`src/sv/dse_pkg.sv`:
```
// Shared types, constants and helper functions for the delimited segment extractor.
`default_nettype none
package dse_pkg;

  // Longest delimiter the window can match
  localparam int MAX_DELIM = 8;
  localparam int IDX_W     = (MAX_DELIM > 1) ? $clog2(MAX_DELIM) : 1;
  localparam int LEN_W     = 4;
  localparam int PAT_W     = 64;
  localparam int CFG_IDX_W = 3;

  // Result queue sizing (holds four results; a processed byte pushes up to two)
  localparam int FIFO_DEPTH = 4;
  localparam int PTR_W      = $clog2(FIFO_DEPTH);
  localparam int CNT_W      = $clog2(FIFO_DEPTH + 1);

  // Register indexes
  localparam logic [CFG_IDX_W-1:0] REG_LEFT_PATTERN  = 3'd0;
  localparam logic [CFG_IDX_W-1:0] REG_LEFT_LENGTH   = 3'd1;
  localparam logic [CFG_IDX_W-1:0] REG_RIGHT_PATTERN = 3'd2;
  localparam logic [CFG_IDX_W-1:0] REG_RIGHT_LENGTH  = 3'd3;
  localparam logic [CFG_IDX_W-1:0] REG_ALL_SEGMENTS  = 3'd4;

  // Result kinds
  localparam logic [1:0] KIND_DATA      = 2'd0;
  localparam logic [1:0] KIND_CLOSED    = 2'd1;
  localparam logic [1:0] KIND_ABANDONED = 2'd2;

  typedef enum logic [1:0] {
    PH_SEEK = 2'd0,
    PH_SEG  = 2'd1,
    PH_DONE = 2'd2
  } phase_t;

  typedef struct packed {
    logic [PAT_W-1:0] left_pattern;
    logic [LEN_W-1:0] left_length;
    logic [PAT_W-1:0] right_pattern;
    logic [LEN_W-1:0] right_length;
    logic             all_segments;
  } cfg_t;

  typedef struct packed {
    logic [1:0] kind;
    logic [7:0] ch;
    logic       last;
  } result_t;

  // Results produced by one byte, slot 0 first
  typedef struct packed {
    logic [1:0] count;
    result_t    res1;
    result_t    res0;
  } push_t;

  // Newest byte at entry 0
  typedef logic [MAX_DELIM-1:0][7:0] window_t;

  function automatic logic [LEN_W-1:0] clip_len(input logic [LEN_W-1:0] len);
    return (len > LEN_W'(MAX_DELIM)) ? LEN_W'(MAX_DELIM) : len;
  endfunction

  function automatic logic [LEN_W-1:0] sat_inc(input logic [LEN_W-1:0] v);
    return (v == '1) ? v : v + LEN_W'(1);
  endfunction

  // Compare the newest len bytes against the pattern, first char oldest
  function automatic logic win_match(input window_t w, input logic [PAT_W-1:0] pat,
                                     input logic [LEN_W-1:0] len);
    logic ok;
    ok = 1'b1;
    for (int i = 0; i < MAX_DELIM; i++) begin
      if (LEN_W'(i) < len) begin
        if (w[IDX_W'(len - LEN_W'(1) - LEN_W'(i))] != pat[8*i +: 8]) ok = 1'b0;
      end
    end
    return ok;
  endfunction

endpackage
`default_nettype wire

```
`src/sv/dse_cfg_regs.sv`:
```
// Configuration register bank for the delimited segment extractor.
`default_nettype none
module dse_cfg_regs
  import dse_pkg::*;
(
  input  wire logic                 clk,
  input  wire logic                 rst,
  input  wire logic                 cfg_we,
  input  wire logic [CFG_IDX_W-1:0] cfg_index,
  input  wire logic [PAT_W-1:0]     cfg_data,
  output cfg_t                      cfg
);

  // Register writes, one index per beat
  always_ff @(posedge clk) begin
    if (rst) begin
      cfg.left_pattern  <= '0;
      cfg.left_length   <= '0;
      cfg.right_pattern <= '0;
      cfg.right_length  <= '0;
      cfg.all_segments  <= 1'b1;
    end else if (cfg_we) begin
      case (cfg_index)
        REG_LEFT_PATTERN:  cfg.left_pattern  <= cfg_data;
        REG_LEFT_LENGTH:   cfg.left_length   <= cfg_data[LEN_W-1:0];
        REG_RIGHT_PATTERN: cfg.right_pattern <= cfg_data;
        REG_RIGHT_LENGTH:  cfg.right_length  <= cfg_data[LEN_W-1:0];
        REG_ALL_SEGMENTS:  cfg.all_segments  <= cfg_data[0];
        default: ;
      endcase
    end
  end

endmodule
`default_nettype wire

```
`src/sv/dse_core.sv`:
```
// Input register, byte window, delimiter match and segment phase tracking.
`default_nettype none
module dse_core
  import dse_pkg::*;
(
  input  wire logic       clk,
  input  wire logic       rst,
  input  wire cfg_t       cfg,
  input  wire logic       s_tvalid,
  output logic            s_tready,
  input  wire logic [7:0] s_tdata,
  input  wire logic       s_tlast,
  input  wire logic       space,
  output logic            push_en,
  output push_t           push
);

  logic           in_valid;
  logic [7:0]     in_char;
  logic           in_last;
  window_t        win;
  window_t        win_next;
  phase_t         phase;
  phase_t         phase_next;
  logic [LEN_W-1:0] cnt;
  logic [LEN_W-1:0] cnt_next;

  logic [LEN_W-1:0] nl;
  logic [LEN_W-1:0] nr;
  logic [LEN_W-1:0] hold;
  logic [LEN_W-1:0] c_left;
  logic [LEN_W-1:0] c_seg;
  logic [LEN_W-1:0] seg_base;
  logic             do_seg;
  logic             left_hit;
  logic             right_hit;
  logic [1:0]       end_kind;
  result_t          data_res;
  result_t          end_res;

  assign push_en  = in_valid && space;
  assign s_tready = !in_valid || push_en;

  // Input beat register
  always_ff @(posedge clk) begin
    if (rst) begin
      in_valid <= 1'b0;
    end else if (s_tready) begin
      in_valid <= s_tvalid;
    end
  end

  always_ff @(posedge clk) begin
    if (s_tready) begin
      in_char <= s_tdata;
      in_last <= s_tlast;
    end
  end

  // Window shift and delimiter compares
  always_comb begin
    win_next[0] = in_char;
    for (int k = 1; k < MAX_DELIM; k++) win_next[k] = win[k-1];
  end

  assign nl        = clip_len(cfg.left_length);
  assign nr        = clip_len(cfg.right_length);
  assign hold      = (nr == '0) ? '0 : nr - LEN_W'(1);
  assign left_hit  = win_match(win_next, cfg.left_pattern, nl);
  assign right_hit = win_match(win_next, cfg.right_pattern, nr);
  assign end_kind  = (nr == '0) ? KIND_CLOSED : KIND_ABANDONED;

  always_comb begin
    data_res.kind = KIND_DATA;
    data_res.ch   = win_next[IDX_W'(hold)];
    data_res.last = 1'b0;
    end_res.kind  = end_kind;
    end_res.ch    = '0;
    end_res.last  = 1'b1;
  end

  // Phase, count and result selection for the byte in the input register
  always_comb begin
    phase_next = phase;
    cnt_next   = cnt;
    push       = '0;
    do_seg     = 1'b0;
    seg_base   = cnt;
    c_left     = sat_inc(cnt);
    case (phase)
      PH_SEEK: begin
        if (nl == '0) begin
          do_seg   = 1'b1;
          seg_base = '0;
        end else begin
          cnt_next = c_left;
          if (c_left >= nl && left_hit) begin
            phase_next = PH_SEG;
            cnt_next   = '0;
            if (in_last) begin
              push.res0  = end_res;
              push.count = 2'd1;
            end
          end
        end
      end
      PH_SEG:  do_seg = 1'b1;
      default: ;
    endcase

    c_seg = sat_inc(seg_base);
    if (do_seg) begin
      if (nr != '0 && c_seg >= nr && right_hit) begin
        push.res0      = end_res;
        push.res0.kind = KIND_CLOSED;
        push.res0.last = 1'b1;
        push.count     = 2'd1;
        phase_next     = cfg.all_segments ? PH_SEEK : PH_DONE;
        cnt_next       = '0;
      end else begin
        phase_next = PH_SEG;
        cnt_next   = c_seg;
        if (c_seg > hold) begin
          push.res0      = data_res;
          push.res0.last = !in_last;
          push.count     = 2'd1;
          if (in_last) begin
            push.res1  = end_res;
            push.count = 2'd2;
          end
        end else if (in_last) begin
          push.res0  = end_res;
          push.count = 2'd1;
        end
      end
    end

    // Every string starts fresh
    if (in_last) begin
      phase_next = PH_SEEK;
      cnt_next   = '0;
    end
  end

  // State update per processed byte
  always_ff @(posedge clk) begin
    if (rst) begin
      win   <= '0;
      phase <= PH_SEEK;
      cnt   <= '0;
    end else if (push_en) begin
      win   <= win_next;
      phase <= phase_next;
      cnt   <= cnt_next;
    end
  end

endmodule
`default_nettype wire

```
`src/sv/dse_out_fifo.sv`:
```
// Result queue: takes up to two results per cycle, hands out one beat per cycle while m_tready is high.
`default_nettype none
module dse_out_fifo
  import dse_pkg::*;
(
  input  wire logic       clk,
  input  wire logic       rst,
  input  wire logic       push_en,
  input  wire push_t      push,
  output logic            space,
  output logic            m_tvalid,
  input  wire logic       m_tready,
  output logic [7:0]      m_tdata,
  output logic [1:0]      m_tuser,
  output logic            m_tlast
);

  result_t          mem [FIFO_DEPTH];
  logic [PTR_W-1:0] head;
  logic [PTR_W-1:0] tail;
  logic [CNT_W-1:0] count;
  logic [CNT_W-1:0] n_in;
  logic             pop;

  assign n_in     = push_en ? CNT_W'(push.count) : '0;
  assign pop      = m_tvalid && m_tready;
  assign space    = count <= CNT_W'(FIFO_DEPTH - 2);
  assign m_tvalid = count != '0;
  assign m_tdata  = mem[head].ch;
  assign m_tuser  = mem[head].kind;
  assign m_tlast  = mem[head].last;

  // Pointers and fill count
  always_ff @(posedge clk) begin
    if (rst) begin
      head  <= '0;
      tail  <= '0;
      count <= '0;
    end else begin
      tail  <= tail + PTR_W'(n_in);
      head  <= head + PTR_W'(pop);
      count <= count + n_in - CNT_W'(pop);
    end
  end

  // Entry writes
  always_ff @(posedge clk) begin
    if (push_en && push.count != 2'd0) mem[tail] <= push.res0;
    if (push_en && push.count == 2'd2) mem[tail + PTR_W'(1)] <= push.res1;
  end

endmodule
`default_nettype wire

```
`src/sv/delimited_segment_extractor_top.sv`:
```
// Delimited segment extractor: top level tying config, core and result queue.
// Path: the first result of a byte goes through the input register, then a queue
// entry, before it is offered; it waits while the result queue lacks space.
// Throughput: one byte per cycle while the result queue has space; a byte with
// two results needs two output beats, as the queue hands out one beat at a time.
// Reset (rst, synchronous): registers to reset values, window cleared,
// phase to seeking, queue emptied.
`default_nettype none
module delimited_segment_extractor_top
  import dse_pkg::*;
(
  input  wire logic                 clk,
  input  wire logic                 rst,
  // Configuration write port
  input  wire logic                 cfg_we,
  input  wire logic [CFG_IDX_W-1:0] cfg_index,
  input  wire logic [PAT_W-1:0]     cfg_data,
  // Input stream
  input  wire logic                 s_tvalid,
  output logic                      s_tready,
  input  wire logic [7:0]           s_tdata,   // [7:0] char_in
  input  wire logic                 s_tlast,   // string_end
  // Result stream
  output logic                      m_tvalid,
  input  wire logic                 m_tready,
  output logic [7:0]                m_tdata,   // [7:0] char_out
  output logic [1:0]                m_tuser,   // [1:0] kind
  output logic                      m_tlast    // run_last
);

  cfg_t  cfg;
  push_t push;
  logic  push_en;
  logic  space;

  dse_cfg_regs u_cfg (
    .clk       (clk),
    .rst       (rst),
    .cfg_we    (cfg_we),
    .cfg_index (cfg_index),
    .cfg_data  (cfg_data),
    .cfg       (cfg)
  );

  dse_core u_core (
    .clk      (clk),
    .rst      (rst),
    .cfg      (cfg),
    .s_tvalid (s_tvalid),
    .s_tready (s_tready),
    .s_tdata  (s_tdata),
    .s_tlast  (s_tlast),
    .space    (space),
    .push_en  (push_en),
    .push     (push)
  );

  dse_out_fifo u_fifo (
    .clk      (clk),
    .rst      (rst),
    .push_en  (push_en),
    .push     (push),
    .space    (space),
    .m_tvalid (m_tvalid),
    .m_tready (m_tready),
    .m_tdata  (m_tdata),
    .m_tuser  (m_tuser),
    .m_tlast  (m_tlast)
  );

endmodule
`default_nettype wire
```
`config.mk`:
```
export PLATFORM = sky130hd
export DESIGN_NAME = delimited_segment_extractor_top
export DESIGN_NICKNAME = d
export VERILOG_FILES = /design/src/sv/dse_pkg.sv /design/src/sv/dse_cfg_regs.sv /design/src/sv/dse_core.sv /design/src/sv/dse_out_fifo.sv /design/src/sv/delimited_segment_extractor_top.sv
export SDC_FILE = /design/constraint.sdc
export NUM_CORES = 1
export LEC_CHECK = 0
export ABC_AREA = 1
export ABC_CLOCK_PERIOD_IN_PS = 13050
export BUFFER_PORTS_ARGS = -buffer_cell sky130_fd_sc_hd__buf_2
export CORE_UTILIZATION = 45
export DETAILED_ROUTE_END_ITERATION = 12
export GPL_TIMING_DRIVEN = 0
export PLACE_DENSITY = 0.73
export RECOVER_POWER = 50
export SLEW_MARGIN = 20
export SYNTH_ARGS = -nofsm -noshare
export SYNTH_HDL_FRONTEND = slang
export SYNTH_SLANG_ARGS = --single-unit
```
`constraint.sdc`:
```
create_clock -name clk -period 13.05 [get_ports clk]
set_input_delay 0.6525 -clock clk [delete_from_list [all_inputs] [get_ports clk]]
set_output_delay 0.6525 -clock clk [all_outputs]
set_load 0.1 [all_outputs]
```
### After elaboration in Yosys (flattened, before gate mapping)

Memories as Yosys holds them, arrays and structs flattened. A register that Yosys moved wholly into a read port is not among the register bits.
Index checks and enable logic that the tools add are counted.

| storage, ports and cells | value |
|---|---|
| word-level logic and storage cells | 247 |
| bits in writable memories | 44 |
| output and inout port bits | 13 |
| register bits after elaboration | 216 |
| input bits | 81 |
| memories | 1 |

Memories:

| memory | depth | bits a word | rd ports | clocked after memory_dff | wr ports | RTL line | text |
|---|---|---|---|---|---|---|---|
| u_fifo.mem | 4 | 11 | 1 | 1 | 2 | dse_out_fifo.sv:18 | `result_t mem [FIFO_DEPTH];` |

| cells by class | value |
|---|---|
| order comparisons | 39 |
| mux-type cells | 113 |
| add/sub/neg operators | 23 |
| reduce and logical (&&, ||, !) cells | 26 |
| equality and inequality tests | 25 |

Operators with widths:

| cell | number |
|---|---|
| binary-select mux 8 bit (select 3 bit) | 17 |
| two-way mux 8 bit | 17 |
| != test 8 bit | 16 |
| two-way mux 11 bit | 9 |
| < comparator 3 x 4 -> 1 bit (second input constant) | 17 |
| two-way mux 4 bit | 13 |
| two-way mux 1 bit | 38 |
| < comparator 3 x 4 -> 1 bit (first input constant) | 8 |
| two-way mux 2 bit | 16 |
| two-way mux 24 bit | 1 |
| subtractor 3 bit (second input constant) | 8 |
| < comparator 1 x 4 -> 1 bit (first input constant) | 4 |
| < comparator 2 x 4 -> 1 bit (first input constant) | 4 |
| two-way mux 13 bit | 1 |
| subtractor 3 x 2 -> 3 bit (second input constant) | 4 |
| AND reduction 2 bit | 5 |
| nonzero test 3 bit | 3 |
| subtractor 3 x 1 -> 3 bit (second input constant) | 3 |
| adder 4 x 1 -> 4 bit (second input constant) | 2 |
| equality test 4 bit (second input constant) | 2 |
| >= comparator 4 bit | 2 |
| greater-than comparator 4 bit (second input constant) | 2 |
| logical NOT 4 bit | 2 |
| logical AND 1 bit | 7 |
| other kinds (23) | 25 |

### Depth between registers and ports, before layout

| logic depth | value |
|---|---|
| word-level depth | 34 |
| depth in mapped cells | 37 |
| gate-level depth less buffers | 33 |

### Cells and area by module

Synthesis repeated with hierarchy kept, for this count alone.

| unflattened totals | value |
|---|---|
| cell total of the unflattened synthesis | 3405 |
| area total of the unflattened synthesis | 20111.8 sq um |

Modules (own cells, without submodules):

| module | area each (sq um) | times used | cells an instance |
|---|---|---|---|
| dse_core | 11747.5 | 1 | 2301 |
| dse_cfg_regs | 5656.7 | 1 | 822 |
| dse_out_fifo | 2707.6 | 1 | 282 |

### Worst setup path after synthesis

OpenSTA, ideal clock, no wires.

| timing | value |
|---|---|
| path kind | flip-flop to flip-flop |
| start | register u_cfg.cfg[3] (netlist name) |
| end | register u_fifo.count[2] |
| required time | 12922 ps |
| cell stages (with the launch flop) | 26 |
| arrival | 4678 ps |
| path buffers | 2 |
| slack | 8245 ps |
| period minus slack after synthesis | 4805 ps |
| cells stage by stage | dfxtp_1 inv_2 nand2_1 nand2_2 nand2_2 buf_1 ha_1 inv_1 nand2_2 nand2_8 buf_1 nor2_1 clkinv_1 ha_1 nand2_1 o21ai_0 nand3_1 nor2_1 nand2_4 nor2_4 inv_2 ha_1 fa_1 xor2_1 inv_1 nor2_1 |

| between the ends | value |
|---|---|
| cells in the longest elaborated chain, start to end | 28 |
| elaborated cells between the ends (all ways) | 71 |
| classes of those cells | add/sub (10); order compare (11); eq/ne (8); mux (38); reduce/logical (4) |

RTL lines:

| what | RTL line | text |
|---|---|---|
| greater-than comparator 4 bit | dse_pkg.sv:60 | `return (len > LEN_W'(MAX_DELIM)) ? LEN_W'(MAX_DELIM) : len;` |
| two-way mux 4 bit * | dse_pkg.sv:60 |  |
| branches (longest 21 deep; another with subtractor 4 x 1 -> 4 bit) | - |  |
| two-way mux 2 bit * | dse_core.sv:113 | `if (nr != '0 && c_seg >= nr && right_hit) begin` |
| two-way mux 24 bit * | dse_core.sv:112 | `if (do_seg) begin` |
| two-way mux 2 bit * | dse_out_fifo.sv:25 | `assign n_in = push_en ? CNT_W'(push.count) : '0;` |
| adder 3 bit * | dse_out_fifo.sv:42 | `count <= count + n_in - CNT_W'(pop);` |
| subtractor 3 x 1 -> 3 bit * | dse_out_fifo.sv:42 |  |
| to (signal assigned) | dse_out_fifo.sv:42 |  |
| to (decl) | dse_out_fifo.sv:21 | `logic [CNT_W-1:0] count;` |

Every way passes the cells marked *. The select of a mux whose other input is x is not followed.
A chain may end at the register's enable or synchronous reset.

### Final worst setup path

| timing | value |
|---|---|
| start | register u_cfg.cfg[1] (netlist name) |
| end | register u_fifo.count[2] |

| between the ends | value |
|---|---|
| cells in the longest elaborated chain, start to end | 28 |
| elaborated cells between the ends (all ways) | 71 |
| classes of those cells | add/sub (10); order compare (11); eq/ne (8); mux (38); reduce/logical (4) |

RTL lines:

| what | RTL line |
|---|---|
| greater-than comparator 4 bit | dse_pkg.sv:60 |
| two-way mux 4 bit * | dse_pkg.sv:60 |
| branches (longest 21 deep; another with subtractor 4 x 1 -> 4 bit) | - |
| two-way mux 2 bit * | dse_core.sv:113 |
| two-way mux 24 bit * | dse_core.sv:112 |
| two-way mux 2 bit * | dse_out_fifo.sv:25 |
| adder 3 bit * | dse_out_fifo.sv:42 |
| subtractor 3 x 1 -> 3 bit * | dse_out_fifo.sv:42 |

Marks and branches as above.

==> results.ini <==
[clock_tree]
clock_latency_ps=590
path_clk_slew_ps=60
cts_root_buffer=clkbuf_16
cts_resized=0
ctsHoldBuffers=0
cts_tree=yes
cts_max_path_buffers=3
clkSinkCount=260
cts_buffers=31
htreeDepth=1
post_cts_buffers=0

[sta]
maxSlewHeadroom_pct=0.955
hold_viol=0
fin_crit_sh_pct=49.2
drv_slew=0
fin_setup_tns_ps=0
timing.fmax_mhz=156
rsz0062_at_grt=no
min_period_ps=6420
whs_ps=246
setup_slack_ps=6630
finalSetupViolCount=0
worst_pin_slew_ps=1470
skew_ps=17.1

[critical_path]
r2r_slack_ps=6630
endpoint_kind=flop
crit_path_start_kind=flop
r2r-start=u_cfg.cfg[1]
cpMostUsedCell=nor2_1
reg2reg_depth=26
worstPathRequired_ps=13510
timing.rr.end=u_fifo.count[2]
crit_type=flop to flop
cp_slowest_cell=buf_1
slowest_delay_ps=640
arrival_ps=6880
path_max_fanout=13

[drt]
dr.pass1.iters=6
drc=0
wl_um=96800
drt.antenna.violating_nets=0
drt_iter0_markers=2849
routed_via_density=5.91
vias=22700
avgRoutedWirePerCell_um=25.2

[synthesis]
ys_ff_latch=260
synthesis.nets=3268
syn_area_mm2=0.0187
ys_async_sr_fraction_pct=0
synthTopCellsByCount=nand2_1 (989), nand3_1 (561), o21ai_0 (279)
synthCells=3161
ys_seq_area_share_pct=29.0
synthTopCellsByArea=dfxtp_1 (26%), nand2_1 (20%), nand3_1 (15%)
yosys_most_used_dff=dfxtp_1
synth_top_area_share_pct=25.6
ys_warn_count=0
yosysTopAreaCell=dfxtp_1
syn_avg_cell_area_um2=5.90
synth_cell_types=43
synth_edf_count=21
yosysMostFrequentCell=nand2_1

[layout]
fillers=4424
final_cell_count_no_fill=3843
drive_gt1_share_pct=6.80
fin_nets=3393
area_delta_synth_final_pct=11.4

[global_routing]
grt.total_usage_pct=45.1
grt_max_degree=15
antenna_found_initial=5
grt_overflow=0
grt_pass1_vias=19700
grt_pass1_wl_um=136000

[min_path]
hp-start=s_tdata[3]
min_to=u_core.in_char[3]
hold_path_class=input port to flop
hold_path_depth=1

[power]
leakage_uw=0.0102
ir_drop_mv=0.149
powerDensity_mw_per_mm2=160
power_uw=3320

[placed_design]
pre_cts_ws_ps=6840
dp_hpwl_um=77800
portBuffers=92
gp_congestion=1.09
placed_cells=3785

[job]
max-cap-violations=1

[floorplan]
die_y_um=206
io_pins=94
initial_utilization_pct=45.7
die_w_um=206
rows=74
die_area_mm2=0.0423
fp.coreArea_mm2=0.0408

[outcome]
status=complete, but fails checks
violations=capacitance limit

==> metrics by stage <==
step                      utilization (%)  instance area, µm²
after CTS                            50.9               20800
after global placement               48.5               19800
after detailed placement             48.5               19800
after global routing                 50.9               20800
after floorplan                         -               18700
final                                50.9               20800
==> critical path, delay by kind of cell, from the launching register on <==
family | cells | cell delay, ps
AOI/OAI and AO/OA | 1 | 310
xor gates and xnor gates | 1 | 170
adders and majority gates | 4 | 1550
buffers and inverters | 7 | 1880
DFF | 1 | 300
and+or+nand+nor | 13 | 2070
==> cell type report <==
class / instances / area (µm²) / share of cell area, %
diodes: 2 / 5.00 / 0.0241
plain buffers: 173 / 778 / 3.74
clock buffers: 45 / 888 / 4.27
clock inverters: 11 / 113 / 0.542
inverters: 289 / 1080 / 5.22
multi-input cells: 2439 / 11400 / 54.7
flip-flops and latches: 260 / 5420 / 26.0
well taps: 532 / 666 / 3.20
repair buffers: 92 / 459 / 2.21
==> registers in the layout, indices dropped and copies added, names as in the netlist <==
register	cells
u_cfg.cfg	137
u_core.cnt	4
u_core.in_char	8
u_core.in_last	1
u_core.in_valid	1
u_core.phase	2
u_core.win	56
u_fifo.count	3
u_fifo.head	2
u_fifo.mem	44
u_fifo.tail	2
==> power breakdown <==
part	internal, µW	switching, µW	leakage [µW]
combinational	357	1020	0.00758
sequential	911	150	0.00216
clock	508	374	0.000495
==> kinds of logic (layout without fill, tap and decap cells) <==
group                      after synthesis  in the layout  synth area share [%]
DFF                                    260            260                  29.0
other                                    0              2                     0
adders and majority gates               26             26                  1.78
muxes                                    1              1                0.0603
and+or+nand+nor                       1870           1870                  43.3
AOI/OAI and AO/OA                      510            510                  13.9
xor gates and xnor gates                32             32                  1.92
buffers and inverters                  462            610                  9.99
==> cells in the final DEF (no fill, tap or decap), types with 4 or more instances in the layout <==
cell type,count
nand2_1,989
nand3_1,561
o21ai_0,279
inv_1,275
dfxtp_1,239
nor2_1,235
a21oi_1,196
buf_2,128
clkbuf_1,110
nand3b_1,39
clkbuf_16,31
ha_1,25
nand4_1,24
xor2_1,22
edfxtp_1,21
buf_1,19
o21ai_1,16
buf_4,10
inv_2,8
o211ai_1,8
clkinv_1,6
buf_6,6
clkinv_2,6
clkbuf_8,6
nand3_4,5
xnor2_1,4
nand2_2,4
==> metal layers <==
metal / global-route usage (%) / part of all wire [%] / vias to the layer above / routed length (µm)
met5: 0 / 0.013 / - / 13
met4: 26.6 / 7.0 / 2 / 6760
met3: 10.7 / 12 / 280 / 12000
met2: 65.0 / 40 / 1448 / 38900
met1: 60.7 / 40 / 10400 / 39200
li1: - / - / 10600 / -
==> worst max-delay path by stage <==
stage | start | endpoint | slack [ps] | cells after the start
2_1_floorplan | u_cfg.cfg[3] | u_fifo.count[2] | 8240 | 25
3_3_place_gp | u_cfg.cfg[1] | u_fifo.count[2] | 6880 | 26
3_5_place_dp | u_cfg.cfg[1] | u_fifo.count[2] | 6840 | 26
4_1_cts | u_cfg.cfg[1] | u_fifo.count[2] | 6840 | 26
5_1_grt | u_cfg.cfg[1] | u_fifo.count[2] | 6290 | 26
6_report | u_cfg.cfg[1] | u_fifo.count[2] | 6630 | 26
No activity file was read; power rests on OpenSTA's default activity.
